[config.mk]
export PLATFORM = sky130hd
export DESIGN_NAME = kmp_substring_search_core
export DESIGN_NICKNAME = d
export VERILOG_FILES = /design/src/rtl/kmp_pkg.sv /design/src/rtl/kmp_ram.sv /design/src/rtl/kmp_seq.sv /design/src/rtl/kmp_substring_search_core.sv
export SDC_FILE = /design/constraint.sdc
export NUM_CORES = 1
export LEC_CHECK = 0
export ABC_AREA = 1
export BUFFER_PORTS_ARGS = -buffer_cell sky130_fd_sc_hd__buf_2
export CAP_MARGIN = 10
export CORE_MARGIN = 10
export CORE_UTILIZATION = 25
export CTS_BUF_LIST = sky130_fd_sc_hd__clkbuf_8 sky130_fd_sc_hd__clkbuf_16
export DETAILED_ROUTE_END_ITERATION = 10
export GPL_ROUTABILITY_DRIVEN = 0
export HOLD_SLACK_MARGIN = 0.06
export SYNTH_ARGS = -nofsm -noshare
export SYNTH_HDL_FRONTEND = slang
export SYNTH_SLANG_ARGS = --single-unit
[constraint.sdc]
create_clock -name clk_i -period 4.7 [get_ports clk_i]
set_input_delay 0.235 -clock clk_i [delete_from_list [all_inputs] [get_ports clk_i]]
set_output_delay 0.235 -clock clk_i [all_outputs]
set_load 0.005 [all_outputs]
[src/rtl/kmp_pkg.sv]
package kmp_pkg;

  localparam int MAX_PATTERN = 64;
  localparam int MAX_TEXT    = 65536;

  localparam int PAT_AW = $clog2(MAX_PATTERN);
  localparam int LEN_W  = $clog2(MAX_PATTERN + 1);
  localparam int TP_W   = $clog2(MAX_TEXT + 1);
  localparam int CHAR_W = 8;
  localparam int REQ_W  = 2;
  localparam int STAT_W = 3;
  localparam int POS_W  = 16;
  localparam int CNT_W  = 7;

  localparam logic [REQ_W-1:0] REQ_APPEND = 2'd0;
  localparam logic [REQ_W-1:0] REQ_TEXT   = 2'd1;
  localparam logic [REQ_W-1:0] REQ_START  = 2'd2;
  localparam logic [REQ_W-1:0] REQ_CLEAR  = 2'd3;

  localparam logic [STAT_W-1:0] ST_ACCEPT    = 3'd0;
  localparam logic [STAT_W-1:0] ST_NO_MATCH  = 3'd1;
  localparam logic [STAT_W-1:0] ST_MATCH     = 3'd2;
  localparam logic [STAT_W-1:0] ST_NOT_FOUND = 3'd3;
  localparam logic [STAT_W-1:0] ST_ERROR     = 3'd4;

  // Read and write requests toward the pattern and failure memories
  typedef struct packed {
    logic              pat_we;
    logic [PAT_AW-1:0] pat_waddr;
    logic [CHAR_W-1:0] pat_wdata;
    logic [PAT_AW-1:0] pat_raddr;
    logic              fail_we;
    logic [PAT_AW-1:0] fail_waddr;
    logic [PAT_AW-1:0] fail_wdata;
    logic [PAT_AW-1:0] fail_raddr;
  } mem_req_t;

  typedef struct packed {
    logic              valid;
    logic [STAT_W-1:0] status;
    logic [POS_W-1:0]  position;
    logic [CNT_W-1:0]  count;
  } res_t;

endpackage

[src/rtl/kmp_ram.sv]
module kmp_ram #(
  parameter int Width = 8,
  parameter int Depth = 64
) (
  input  logic                     clk_i,
  input  logic                     we_i,
  input  logic [$clog2(Depth)-1:0] waddr_i,
  input  logic [Width-1:0]         wdata_i,
  input  logic [$clog2(Depth)-1:0] raddr_i,
  output logic [Width-1:0]         rdata_o
);

  logic [Width-1:0] mem_q [Depth];
  logic [Width-1:0] rdata_q;

  always_ff @(posedge clk_i) begin
    if (we_i) begin
      mem_q[waddr_i] <= wdata_i;
    end
    rdata_q <= mem_q[raddr_i];
  end

  assign rdata_o = rdata_q;

endmodule

[src/rtl/kmp_seq.sv]
module kmp_seq (
  input  logic                          clk_i,
  input  logic                          rst_ni,
  input  logic                          in_valid_i,
  output logic                          in_ready_o,
  input  logic [kmp_pkg::REQ_W-1:0]     req_type_i,
  input  logic [kmp_pkg::CHAR_W-1:0]    char_value_i,
  input  logic                          last_text_i,
  input  logic [kmp_pkg::CHAR_W-1:0]    pat_rdata_i,
  input  logic [kmp_pkg::PAT_AW-1:0]    fail_rdata_i,
  output kmp_pkg::mem_req_t             mem_o,
  input  logic                          out_free_i,
  output kmp_pkg::res_t                 res_o
);
  import kmp_pkg::*;

  localparam logic [1:0] S_IDLE = 2'd0;
  localparam logic [1:0] S_SEED = 2'd1;
  localparam logic [1:0] S_CMP  = 2'd2;
  localparam logic [1:0] S_OUT  = 2'd3;

  logic [1:0]        state_q, state_d;
  logic [REQ_W-1:0]  req_q, req_d;
  logic [CHAR_W-1:0] c_q, c_d;
  logic              last_q, last_d;
  logic [PAT_AW-1:0] k_q, k_d;
  logic [LEN_W-1:0]  len_q, len_d;
  logic [LEN_W-1:0]  mp_q, mp_d;
  logic [TP_W-1:0]   tp_q, tp_d;
  logic              found_q, found_d;
  logic [POS_W-1:0]  fpos_q, fpos_d;
  logic [STAT_W-1:0] st_q, st_d;
  logic [POS_W-1:0]  pos_q, pos_d;

  logic              eq;
  logic [PAT_AW-1:0] k_start;
  logic [LEN_W-1:0]  new_k;
  logic [TP_W-1:0]   tp_inc;
  logic [POS_W-1:0]  hit_pos;

  assign eq      = (pat_rdata_i == c_q);
  assign k_start = (mp_q >= len_q) ? '0 : PAT_AW'(mp_q);
  assign new_k   = eq ? LEN_W'(k_q) + LEN_W'(1) : LEN_W'(k_q);
  assign tp_inc  = tp_q + TP_W'(1);
  assign hit_pos = POS_W'(tp_inc - TP_W'(len_q));

  always_comb begin
    state_d = state_q;
    req_d   = req_q;
    c_d     = c_q;
    last_d  = last_q;
    k_d     = k_q;
    len_d   = len_q;
    mp_d    = mp_q;
    tp_d    = tp_q;
    found_d = found_q;
    fpos_d  = fpos_q;
    st_d    = st_q;
    pos_d   = pos_q;
    mem_o   = '0;
    in_ready_o = 1'b0;

    unique case (state_q)
      S_IDLE: begin
        in_ready_o = 1'b1;
        if (in_valid_i) begin
          req_d  = req_type_i;
          c_d    = char_value_i;
          last_d = last_text_i;
          pos_d  = '0;
          st_d   = ST_ACCEPT;
          state_d = S_OUT;
          unique case (req_type_i)
            REQ_APPEND: begin
              if (len_q >= LEN_W'(MAX_PATTERN)) begin
                st_d = ST_ERROR;
              end else begin
                mem_o.pat_we    = 1'b1;
                mem_o.pat_waddr = PAT_AW'(len_q);
                mem_o.pat_wdata = char_value_i;
                if (len_q == '0) begin
                  mem_o.fail_we    = 1'b1;
                  mem_o.fail_waddr = '0;
                  mem_o.fail_wdata = '0;
                  len_d = LEN_W'(1);
                end else begin
                  state_d = S_SEED;
                end
              end
            end
            REQ_TEXT: begin
              if (found_q) begin
                st_d  = ST_MATCH;
                pos_d = fpos_q;
              end else if (len_q == '0) begin
                found_d = 1'b1;
                fpos_d  = '0;
                st_d    = ST_MATCH;
              end else if (tp_q >= TP_W'(MAX_TEXT)) begin
                st_d = ST_ERROR;
              end else begin
                k_d     = k_start;
                state_d = S_CMP;
              end
            end
            REQ_START: begin
              mp_d    = '0;
              tp_d    = '0;
              found_d = 1'b0;
              fpos_d  = '0;
            end
            REQ_CLEAR: begin
              len_d = '0;
              mp_d  = '0;
            end
            default: ;
          endcase
        end
      end
      S_SEED: begin
        // failure entry of the last loaded byte is the first candidate border
        k_d     = fail_rdata_i;
        state_d = S_CMP;
      end
      S_CMP: begin
        if (k_q != '0 && !eq) begin
          k_d = fail_rdata_i;
        end else begin
          state_d = S_OUT;
          if (req_q == REQ_APPEND) begin
            mem_o.fail_we    = 1'b1;
            mem_o.fail_waddr = PAT_AW'(len_q);
            mem_o.fail_wdata = eq ? k_q + PAT_AW'(1) : '0;
            len_d = len_q + LEN_W'(1);
            st_d  = ST_ACCEPT;
          end else begin
            mp_d = new_k;
            tp_d = tp_inc;
            if (new_k == len_q) begin
              found_d = 1'b1;
              fpos_d  = hit_pos;
              st_d    = ST_MATCH;
              pos_d   = hit_pos;
            end else begin
              st_d = last_q ? ST_NOT_FOUND : ST_NO_MATCH;
            end
          end
        end
      end
      S_OUT: begin
        if (out_free_i) begin
          state_d = S_IDLE;
        end
      end
      default: state_d = S_IDLE;
    endcase

    // Reads follow the next candidate prefix; the seed read looks up the
    // failure entry of the last loaded byte instead.
    mem_o.pat_raddr  = k_d;
    mem_o.fail_raddr = k_d - PAT_AW'(1);
    if (state_q == S_IDLE && req_type_i == REQ_APPEND) begin
      mem_o.fail_raddr = PAT_AW'(len_q - LEN_W'(1));
    end
  end

  always_ff @(posedge clk_i or negedge rst_ni) begin
    if (!rst_ni) begin
      state_q <= S_IDLE;
      len_q   <= '0;
      mp_q    <= '0;
      tp_q    <= '0;
      found_q <= 1'b0;
      fpos_q  <= '0;
    end else begin
      state_q <= state_d;
      len_q   <= len_d;
      mp_q    <= mp_d;
      tp_q    <= tp_d;
      found_q <= found_d;
      fpos_q  <= fpos_d;
    end
  end

  always_ff @(posedge clk_i) begin
    req_q  <= req_d;
    c_q    <= c_d;
    last_q <= last_d;
    k_q    <= k_d;
    st_q   <= st_d;
    pos_q  <= pos_d;
  end

  assign res_o.valid    = (state_q == S_OUT);
  assign res_o.status   = st_q;
  assign res_o.position = pos_q;
  assign res_o.count    = CNT_W'(len_q);

  a_prefix_in_range: assert property (@(posedge clk_i) disable iff (!rst_ni)
    mp_q <= len_q)
    else $error("matched prefix beyond pattern length");

  a_unfound_prefix_short: assert property (@(posedge clk_i) disable iff (!rst_ni)
    !found_q |-> (mp_q < len_q || len_q == '0))
    else $error("full match without found flag");

  a_cmp_candidate: assert property (@(posedge clk_i) disable iff (!rst_ni)
    state_q == S_CMP |-> LEN_W'(k_q) < len_q)
    else $error("candidate prefix outside loaded pattern");

  a_border_bound: assert property (@(posedge clk_i) disable iff (!rst_ni)
    mem_o.fail_we |-> mem_o.fail_wdata <= mem_o.fail_waddr)
    else $error("failure entry not a proper border");

  a_seed_to_cmp: assert property (@(posedge clk_i) disable iff (!rst_ni)
    state_q == S_SEED |=> state_q == S_CMP)
    else $error("seed read not followed by compare");

endmodule

[src/rtl/kmp_substring_search_core.sv]
// Knuth-Morris-Pratt first-match search engine.
// Input channel (in_valid_i/in_ready_o): one request item per transfer,
// req_type_i selects append pattern byte, text byte, start search or clear.
// Output channel (out_valid_o/out_ready_i): exactly one result item per
// request: status, start position of the first match and pattern count.
// Pattern bytes and their failure entries live in two 64-entry RAMs with a
// registered read; the failure entry of a new byte is found on append.
// One item at a time: a new request is taken only in the idle state. Start,
// clear, errors, held matches and the first append go from accept straight
// to the result state and then the output register. A text byte passes the
// compare state first, once plus once per extra failure step; a later
// append adds one seed read before its compare. The failure walk is
// amortized under two steps per text byte.
// The walk is one RAM read round trip per step: that loop sets the rate.
// Reset clears pattern length, search position and found state; RAM
// contents are undefined but never read before being written.
// A stalled receiver holds the result in the output register; the engine
// finishes the next item and then waits for the output register to free.
module kmp_substring_search_core (
  input  logic                          clk_i,
  input  logic                          rst_ni,
  input  logic                          in_valid_i,
  output logic                          in_ready_o,
  input  logic [kmp_pkg::REQ_W-1:0]     req_type_i,
  input  logic [kmp_pkg::CHAR_W-1:0]    char_value_i,
  input  logic                          last_text_i,
  output logic                          out_valid_o,
  input  logic                          out_ready_i,
  output logic [kmp_pkg::STAT_W-1:0]    status_o,
  output logic [kmp_pkg::POS_W-1:0]     match_position_o,
  output logic [kmp_pkg::CNT_W-1:0]     pattern_count_o
);
  import kmp_pkg::*;

  mem_req_t          mem_req;
  res_t              res;
  logic [CHAR_W-1:0] pat_rdata;
  logic [PAT_AW-1:0] fail_rdata;
  logic              out_free;

  logic              out_valid_q;
  logic [STAT_W-1:0] status_q;
  logic [POS_W-1:0]  position_q;
  logic [CNT_W-1:0]  count_q;

  assign out_free = !out_valid_q || out_ready_i;

  kmp_ram #(
    .Width(CHAR_W),
    .Depth(MAX_PATTERN)
  ) u_pat_ram (
    .clk_i  (clk_i),
    .we_i   (mem_req.pat_we),
    .waddr_i(mem_req.pat_waddr),
    .wdata_i(mem_req.pat_wdata),
    .raddr_i(mem_req.pat_raddr),
    .rdata_o(pat_rdata)
  );

  kmp_ram #(
    .Width(PAT_AW),
    .Depth(MAX_PATTERN)
  ) u_fail_ram (
    .clk_i  (clk_i),
    .we_i   (mem_req.fail_we),
    .waddr_i(mem_req.fail_waddr),
    .wdata_i(mem_req.fail_wdata),
    .raddr_i(mem_req.fail_raddr),
    .rdata_o(fail_rdata)
  );

  kmp_seq u_seq (
    .clk_i       (clk_i),
    .rst_ni      (rst_ni),
    .in_valid_i  (in_valid_i),
    .in_ready_o  (in_ready_o),
    .req_type_i  (req_type_i),
    .char_value_i(char_value_i),
    .last_text_i (last_text_i),
    .pat_rdata_i (pat_rdata),
    .fail_rdata_i(fail_rdata),
    .mem_o       (mem_req),
    .out_free_i  (out_free),
    .res_o       (res)
  );

  always_ff @(posedge clk_i or negedge rst_ni) begin
    if (!rst_ni) begin
      out_valid_q <= 1'b0;
    end else if (res.valid && out_free) begin
      out_valid_q <= 1'b1;
    end else if (out_ready_i) begin
      out_valid_q <= 1'b0;
    end
  end

  always_ff @(posedge clk_i) begin
    if (res.valid && out_free) begin
      status_q   <= res.status;
      position_q <= res.position;
      count_q    <= res.count;
    end
  end

  assign out_valid_o      = out_valid_q;
  assign status_o         = status_q;
  assign match_position_o = position_q;
  assign pattern_count_o  = count_q;

endmodule

==> results of run 1 <==
[cell usage in the layout, fill, tap and decap left out, types with 8 or more instances in the layout]
master / netlist / layout
nor3_1: 16 / 16
nor2_1: 268 / 254
nand4_1: 12 / 12
clkinv_1: 7 / 25
nand3b_1: 134 / 134
o22ai_1: 14 / 14
or2_0: 8 / 8
ha_1: 31 / 30
bufinv_16: 0 / 12
o211ai_1: 210 / 210
dlygate4sd3_1: 0 / 13
o21bai_1: 17 / 17
o21ai_0: 192 / 192
a21oi_1: 22 / 21
clkinv_2: 0 / 22
inv_1: 484 / 497
nor2_4: 1 / 15
or2_1: 37 / 37
nand2_1: 518 / 512
buf_12: 0 / 24
clkbuf_16: 0 / 103
dfrtp_1: 51 / 51
buf_2: 58 / 42
buf_4: 25 / 58
edfxtp_1: 952 / 952
nand3_1: 621 / 621
o21ai_1: 33 / 33
dfxtp_1: 20 / 20
xor2_1: 19 / 19
[worst paths after layout]
check	slack [ns]	startpoint	end
max	0.72	u_seq.len_q[1]	u_fail_ram.rdata_o[0]
min	0.14	in_valid_i	u_seq.state_q[1]
max reg2reg	0.72	u_seq.len_q[1]	u_fail_ram.rdata_o[0]
min reg2reg	0.42	u_seq.pos_q[4]	match_position_o[4]
max in group asynchronous	4.00	rst_ni	u_seq.tp_q[5]
min in group asynchronous	0.19	rst_ni	u_seq.fpos_q[13]
[cell families (layout without fill, tap and decap cells)]
logic type / after synthesis / count (layout) / synth area share [%]
AND/OR/NAND/NOR: 1641 / 1641 / 17.30
XOR/XNOR: 26 / 26 / 0.5094
other: 0 / 1 / 0
flip-flops: 1023 / 1023 / 67.70
buffers and inverters: 722 / 819 / 6.603
AO/OA/AOI/OAI: 500 / 500 / 6.975
adder cells (fa/ha/maj): 32 / 32 / 0.9124
[through the flow]
| step | total power (µW) | cell area [µm²] | hold slack (ns) |
|---|---|---|---|
| 2_1_floorplan | 24080 | 44700 | -0.06059 |
| 6_report | 38200 | 51320 | 0.1374 |
| 5_1_grt | 40730 | 51320 | 0.1834 |
| 3_3_place_gp | 29900 | 47850 | 0.4030 |
| 4_1_cts | 38310 | 51320 | 0.08875 |
| 3_5_place_dp | 30130 | 47850 | 0.4045 |
[cell type report]
cell class / count / area, µm²
clock inverter: 81 / 738.2
fill: 18060 / 126900
timing repair buffer: 137 / 1256
antenna: 1 / 2.502
sequential: 1023 / 30260
multi-input combinational: 2199 / 11640
inverter: 496 / 1866
tap: 2355 / 2947
clock buffer: 105 / 2605
[power groups by stage]
stage / logic, µW / clock network (µW) / registers (µW)
5_1_grt: 21300 / 8720 / 10700
4_1_cts: 19300 / 8320 / 10600
3_5_place_dp: 19300 / 0 / 10800
2_1_floorplan: 13300 / 0 / 10800
6_report: 19400 / 8180 / 10700
3_3_place_gp: 19100 / 0 / 10800
[registers in the layout, indices dropped and copies added (netlist names)]
signal / count
u_seq.req_q: 2
u_seq.c_q: 8
u_seq.k_q: 6
u_seq.st_q: 3
u_seq.last_q: 1
u_fail_ram.mem_q: 384
match_position_o: 16
u_seq.mp_q: 7
out_valid_o: 1
u_seq.len_q: 7
u_seq.fpos_q: 16
u_seq.pos_q: 16
status_o: 3
u_seq.found_q: 1
u_pat_ram.rdata_o: 8
u_seq.tp_q: 17
pattern_count_o: 7
u_fail_ram.rdata_o: 6
u_seq.state_q: 2
u_pat_ram.mem_q: 512
[critical path, cell delays in order, from the launching register on]
cell      delay [ns]
dfrtp_1         0.35
clkinv_1        0.08
buf_4           0.17
ha_1            0.30
nand2_1         0.07
inv_1           0.03
nand2_1         0.04
nand2_1         0.04
a21oi_1         0.30
nand3_1         0.13
nand2_1         0.08
nand2_1         0.06
nand3_2         0.13
nand3_4         0.11
nand2_4         0.11
inv_2           0.22
ha_4            0.56
inv_2           0.09
buf_4           0.27
nand3_1         0.14
nand3_1         0.10
nand3_1         0.11
nand3_1         0.15
nand3_1         0.15
nand2_1         0.06
[metal layers]
layer	wire length [µm]	vias to the layer above	GRT usage, %	part of all wire, %
li1	-	13840	-	-
met1	50900	14490	15.51	43
met2	54530	990	18.27	46
met3	8195	216	2.471	6.9
met4	4515	6	4.660	3.8
met5	36	-	0	0.030
==> flow_summary.yaml, run 1 <==
status:
  outcome: "finished, final reports clean"
die:
  rows: 155
  core-area_um2: 178200
  die-width_um: 442.9
  ios: 43
  die_h_um: 442.9
  die_area_um2: 196100
  start_util_pct: 25.08
synth:
  yosysSeqAreaShare_pct: 67.70
  ys_ff_latch: 1023
  async_reset_ff_share_pct: 4.985
  syn_avg_cell_area_um2: 11.33
  syn_nets: 3991
  netlist_area_um2: 44700
  synth_top_area_share_pct: 63.95
  yosysTopAreaCell: "edfxtp_1"
  synthTopCellsByCount: "edfxtp_1, nand3_1, nand2_1"
  synthCells: 3944
  yosysWarningCount: 0
  synth_top_flop_cell: "edfxtp_1"
  synth_area_leaders: "edfxtp_1, nand3_1, nand2_1"
  synthMostInstantiatedCell: "edfxtp_1"
  yosys.cell_types.count: 44
  synth_edf_count: 952
worst_hold_path:
  min_path_type: "in -> reg"
  hold_path_depth: 5
cts:
  cts_hold_buf: 13
  root_buffer: "clkbuf_16"
  cts_num_sinks: 1023
  cts_tree: "built"
  cts_resized: 0
  post-cts-setup-buffers: 0
  clk_pin_slew_worst_paths_ns: 0.06
  insertion_delay_ns: 0.71
  cts.path.max_buffers: 3
  htreeDepth: 3
  cts_inserted_buffers: 99
critical_path:
  worst-setup-path-type: "reg -> reg"
  cp-start-kind: "flip-flop"
  cp.arrival_ns: 4.58
  reg2regPathDepth: 24
  path_max_fanout: 36
  required_ns: 5.30
  worst_setup_path_end_kind: "flip-flop"
timing:
  rsz0062_at_grt: "false"
  finalCritPeriodShare_pct: 84.71
  hold_viol: 0
  slew_headroom_pct: 36.97
  skew_ns: 0.02732
  fmax_mhz: 251.2
  fin_crit_ns: 3.981
  final.setup.tns_ns: 0
  setup_viol: 0
  worstMarginPinSlew_ns: 0.9428
  setup_ws_ns: 0.7187
  slew_viol_final: 0
pwr:
  switching_share_pct: 44.96
  ir_drop_v: 0.0009051
  combPwrFrac_pct: 50.7
  seqPwrFrac_pct: 27.9
  power_density_nw_per_um2: 744.4
  netSwitchingPower_uw: 17180
  intPower_uw: 21030
  leakage_uw: 0.01831
  p_clk_share_pct: 21.4
placement:
  dp_hpwl_um: 71030
  placedCellCount: 6197
  port_buffers: 42
  place_ws_ns: 0.7831
drt:
  drtAntennaViolNets: 0
  drcViolationCount: 0
  drt_iter0_drc: 3267
  routed_via_density: 4.617
  dr.pass1.iters: 5
  routed_wl_um: 118200
  wl_per_cell_um: 18.47
  via_count: 29540
global_routing:
  overflow: 0
  grt_max_degree: 200
  grt_pass1_wl_um: 179700
  antenna_found_initial: 5
  grt_usage_pct: 11.61
  grt_pass1_vias: 28820
layout:
  areaGrowthSynthToFinish_pct: 14.81
  layout.nets: 4003
  final_util_pct: 28.80
  final_cells: 6397
  drive_gt1_share_pct: 8.092
flow_run:
  drv_cap: 0
Note: power is estimated with default switching activity, not from simulation.
==> inputs of run 2 (changes only) <==
--- a/config.mk
+++ b/config.mk
@@ -5,7 +5,7 @@
 export SDC_FILE = /design/constraint.sdc
 export NUM_CORES = 1
 export LEC_CHECK = 0
-export ABC_AREA = 1
+export ABC_AREA = 0
 export BUFFER_PORTS_ARGS = -buffer_cell sky130_fd_sc_hd__buf_2
 export CAP_MARGIN = 10
 export CORE_MARGIN = 10
==> constraint.sdc (replaced) <==
create_clock -name clk_i -period 4.04 [get_ports clk_i]
set_input_delay 0.202 -clock clk_i [delete_from_list [all_inputs] [get_ports clk_i]]
set_output_delay 0.202 -clock clk_i [all_outputs]
set_load 0.005 [all_outputs]
==> run 2 against run 1 <==
Net effect:
- register-to-register slack worse by 0.62 ns
- combinational power down 19%
- wire length down 9.0%
- final area down 2.6%
- synthesized cell count down 26%
- global-route usage down 0.51 points
- flip-flop and latch count unchanged
- maximum frequency up 1.0%
- sequential share of layout area up 1.6 points
- sequential power up 16%
- count of clock-buffer cells in the layout down 1
==> flow_summary.yaml, run 2 <==
synth:
  synthCells: 2930
  synth_area_leaders: "edfxtp_1, mux4_2, nand2_1"
  yosysSeqAreaShare_pct: 71.88
  yosysTopAreaCell: "edfxtp_1"
  synth_top_family_by_area: "simple AND/OR/NAND/NOR gates"
  synth_compound_area_share_pct: 3.890
  yosysWarningCount: 0
  yosys.area_share.simple_pct: 11.89
  synth_fa_ha_area_share_pct: 0.9688
  syn_avg_cell_area_um2: 14.37
  syn_nets: 2977
  synth_top_area_share_pct: 67.90
  synth_top_flop_cell: "edfxtp_1"
  synthMuxAreaShare_pct: 8.398
  netlist_area_um2: 42100
  yosys.cell_types.count: 67
  ys_ff_latch: 1023
  synthMostInstantiatedCell: "edfxtp_1"
  synth_xor_area_share_pct: 0.9718
  synth_edf_count: 952
  synthTopCellsByCount: "edfxtp_1, nand2_1, nand3_1"
  async_reset_ff_share_pct: 4.985
placement:
  port_buffers: 42
  dp_hpwl_um: 66470
  placedCellCount: 5169
status:
  outcome: "finished, final reports clean"
timing:
  rsz0062_at_grt: "true"
  fin_crit_ns: 3.941
  hold_viol: 0
  slew_headroom_pct: 25.50
  setup_viol: 0
  slew_viol_final: 0
  whs_ns: 0.1655
  finalCritPeriodShare_pct: 97.55
  skew_ns: 0.03847
  worstMarginPinSlew_ns: 1.118
  fmax_mhz: 253.7
die:
  core-area_um2: 167200
  ios: 43
  rows: 150
  die-width_um: 430.4
  die_area_um2: 185200
  start_util_pct: 25.18
  die_h_um: 430.4
pwr:
  p_total_uw: 37390
  leakage_uw: 0.01681
  power_density_nw_per_um2: 747.9
  ir_drop_v: 0.0006555
flow_run:
  drv_cap: 0
cts:
  cts_tree: "built"
  insertion_delay_ns: 0.71
  clk_pin_slew_worst_paths_ns: 0.06
  root_buffer: "clkbuf_16"
  cts.path.max_buffers: 3
  cts_num_sinks: 1023
  htreeDepth: 3
  cts_inserted_buffers: 99
layout:
  areaGrowthSynthToFinish_pct: 18.74
  layout_commonest_cell: "edfxtp_1"
  largest_register_ffs: 512
  drive_gt1_share_pct: 17.10
  layout.nets: 3150
  final_cells: 5393
  top_regs: "u_pat_ram.mem_q x512, u_fail_ram.mem_q x384, u_seq.tp_q x17"
  final_cell_mix: "edfxtp_1, nand2_1, nand3_1"
  regMostFlops: "u_pat_ram.mem_q"
drt:
  dr.pass1.iters: 5
  wl_per_cell_um: 19.94
  drcViolationCount: 0
  routed_via_density: 4.668
  drt_iter0_drc: 2414
  drtAntennaViolNets: 0
  routed_wl_um: 107600
  via_count: 25170
critical_path:
  worst-setup-path-type: "reg -> reg"
  cp.arrival_ns: 4.57
  required_ns: 4.67
  r2r_start: "u_seq.len_q[0]"
  cp-startpoint: "u_seq.len_q[0]"
  cp-start-kind: "flip-flop"
  worst_setup_path_end_kind: "flip-flop"
  path_max_fanout: 30
  r2r_setup_slack_ns: 0.1
global_routing:
  antenna_found_initial: 1
  grt_usage_pct: 11.10
  grt_pass1_vias: 24790
  overflow: 0
  grt_pass1_wl_um: 160100
  grt_max_degree: 65
worst_hold_path:
  min_path_type: "in -> async"
-- run 2: cell types whose count changed in the layout (fill, tap and decap cells not counted), sizes merged, moves of 69 or more --
cell	before	now
o21ai	225	60
nor2	271	175
inv	507	62
nand2	523	593
o211ai	210	3
mux4	0	102
buf	124	207
nand3b	134	4
mux2i	0	117
a21oi	23	92
nand3	627	246
-- run 2: final timing paths --
check	depth (start not counted)	end
max in group asynchronous	3	u_seq.mp_q[2]
min	3	u_seq.fpos_q[13]
max reg2reg	16	u_pat_ram.rdata_o[5]
max	16	u_pat_ram.rdata_o[5]
min reg2reg	0	match_position_o[12]
min in group clk_i	2	u_seq.c_q[0]
-- run 2: layout make-up --
type                    count  area [µm²]
clock buffers             104        2557
well taps                2204        2758
clock inverters            82       734.5
diodes                      1       2.502
flip-flops and latches   1023       30260
inverters                  36       145.1
repair buffers            227        2196
fillers                 16400      117200
multi-input cells        1716       11330
-- run 2: kinds of logic after synthesis --
group	Yosys count
AO/OA/AOI/OAI	259
XOR/XNOR	45
adder cells (fa/ha/maj)	32
buffers and inverters	191
flip-flops	1023
multiplexers	225
AND/OR/NAND/NOR	1155
-- run 2: routing by layer --
metal  global-route usage (%)  up-vias  share of wire [%]
li1                         -    11320                  -
met1                    15.09    12770                 44
met2                    17.68      873                 47
met3                    2.093      212                6.4
met4                    3.844        0                3.2
met5                        0        -                  0
-- run 2: critical path, stage by stage (launching register included) --
cell     delay [ns]
dfrtp_1        0.42
inv_1          0.10
ha_1           0.14
or4b_4         0.51
o21ai_4        0.28
nor2_2         0.10
and3_4         0.21
nor3_4         0.24
buf_12         0.20
buf_12         0.22
buf_16         0.20
buf_8          0.20
nand2_1        0.07
nand3_1        0.12
a21oi_1        0.13
nor4_2         0.45
and3_1         0.22
-- run 2: per-stage QoR --
step	instance area [µm²]	util [%]	setup slack [ns]	TNS, ns
after global placement	45890	27.44	-0.5856	-5.353
final	49990	29.90	0.09882	0
after detailed placement	45890	27.44	-0.6000	-5.606
after global routing	49990	29.89	-0.04036	-0.2328
after floorplan	42120	-	0.02662	0
after CTS	49560	29.63	0.0006151	0
-- run 2: repair_timing --
action                     CTS  global route
setup endpoints to repair   14            14
hold buffers                14             0
gates cloned                 2             5
pin swaps                    3             7
resized for setup           25            39
setup buffers                2            14
hold endpoints to repair    71             0
-- run 2: power breakdown --
part	switching, µW	internal [µW]	total, µW
sequential	271	12100	12400
combinational	9070	6630	15700
clock	4080	5250	9330
total	13400	24000	37400
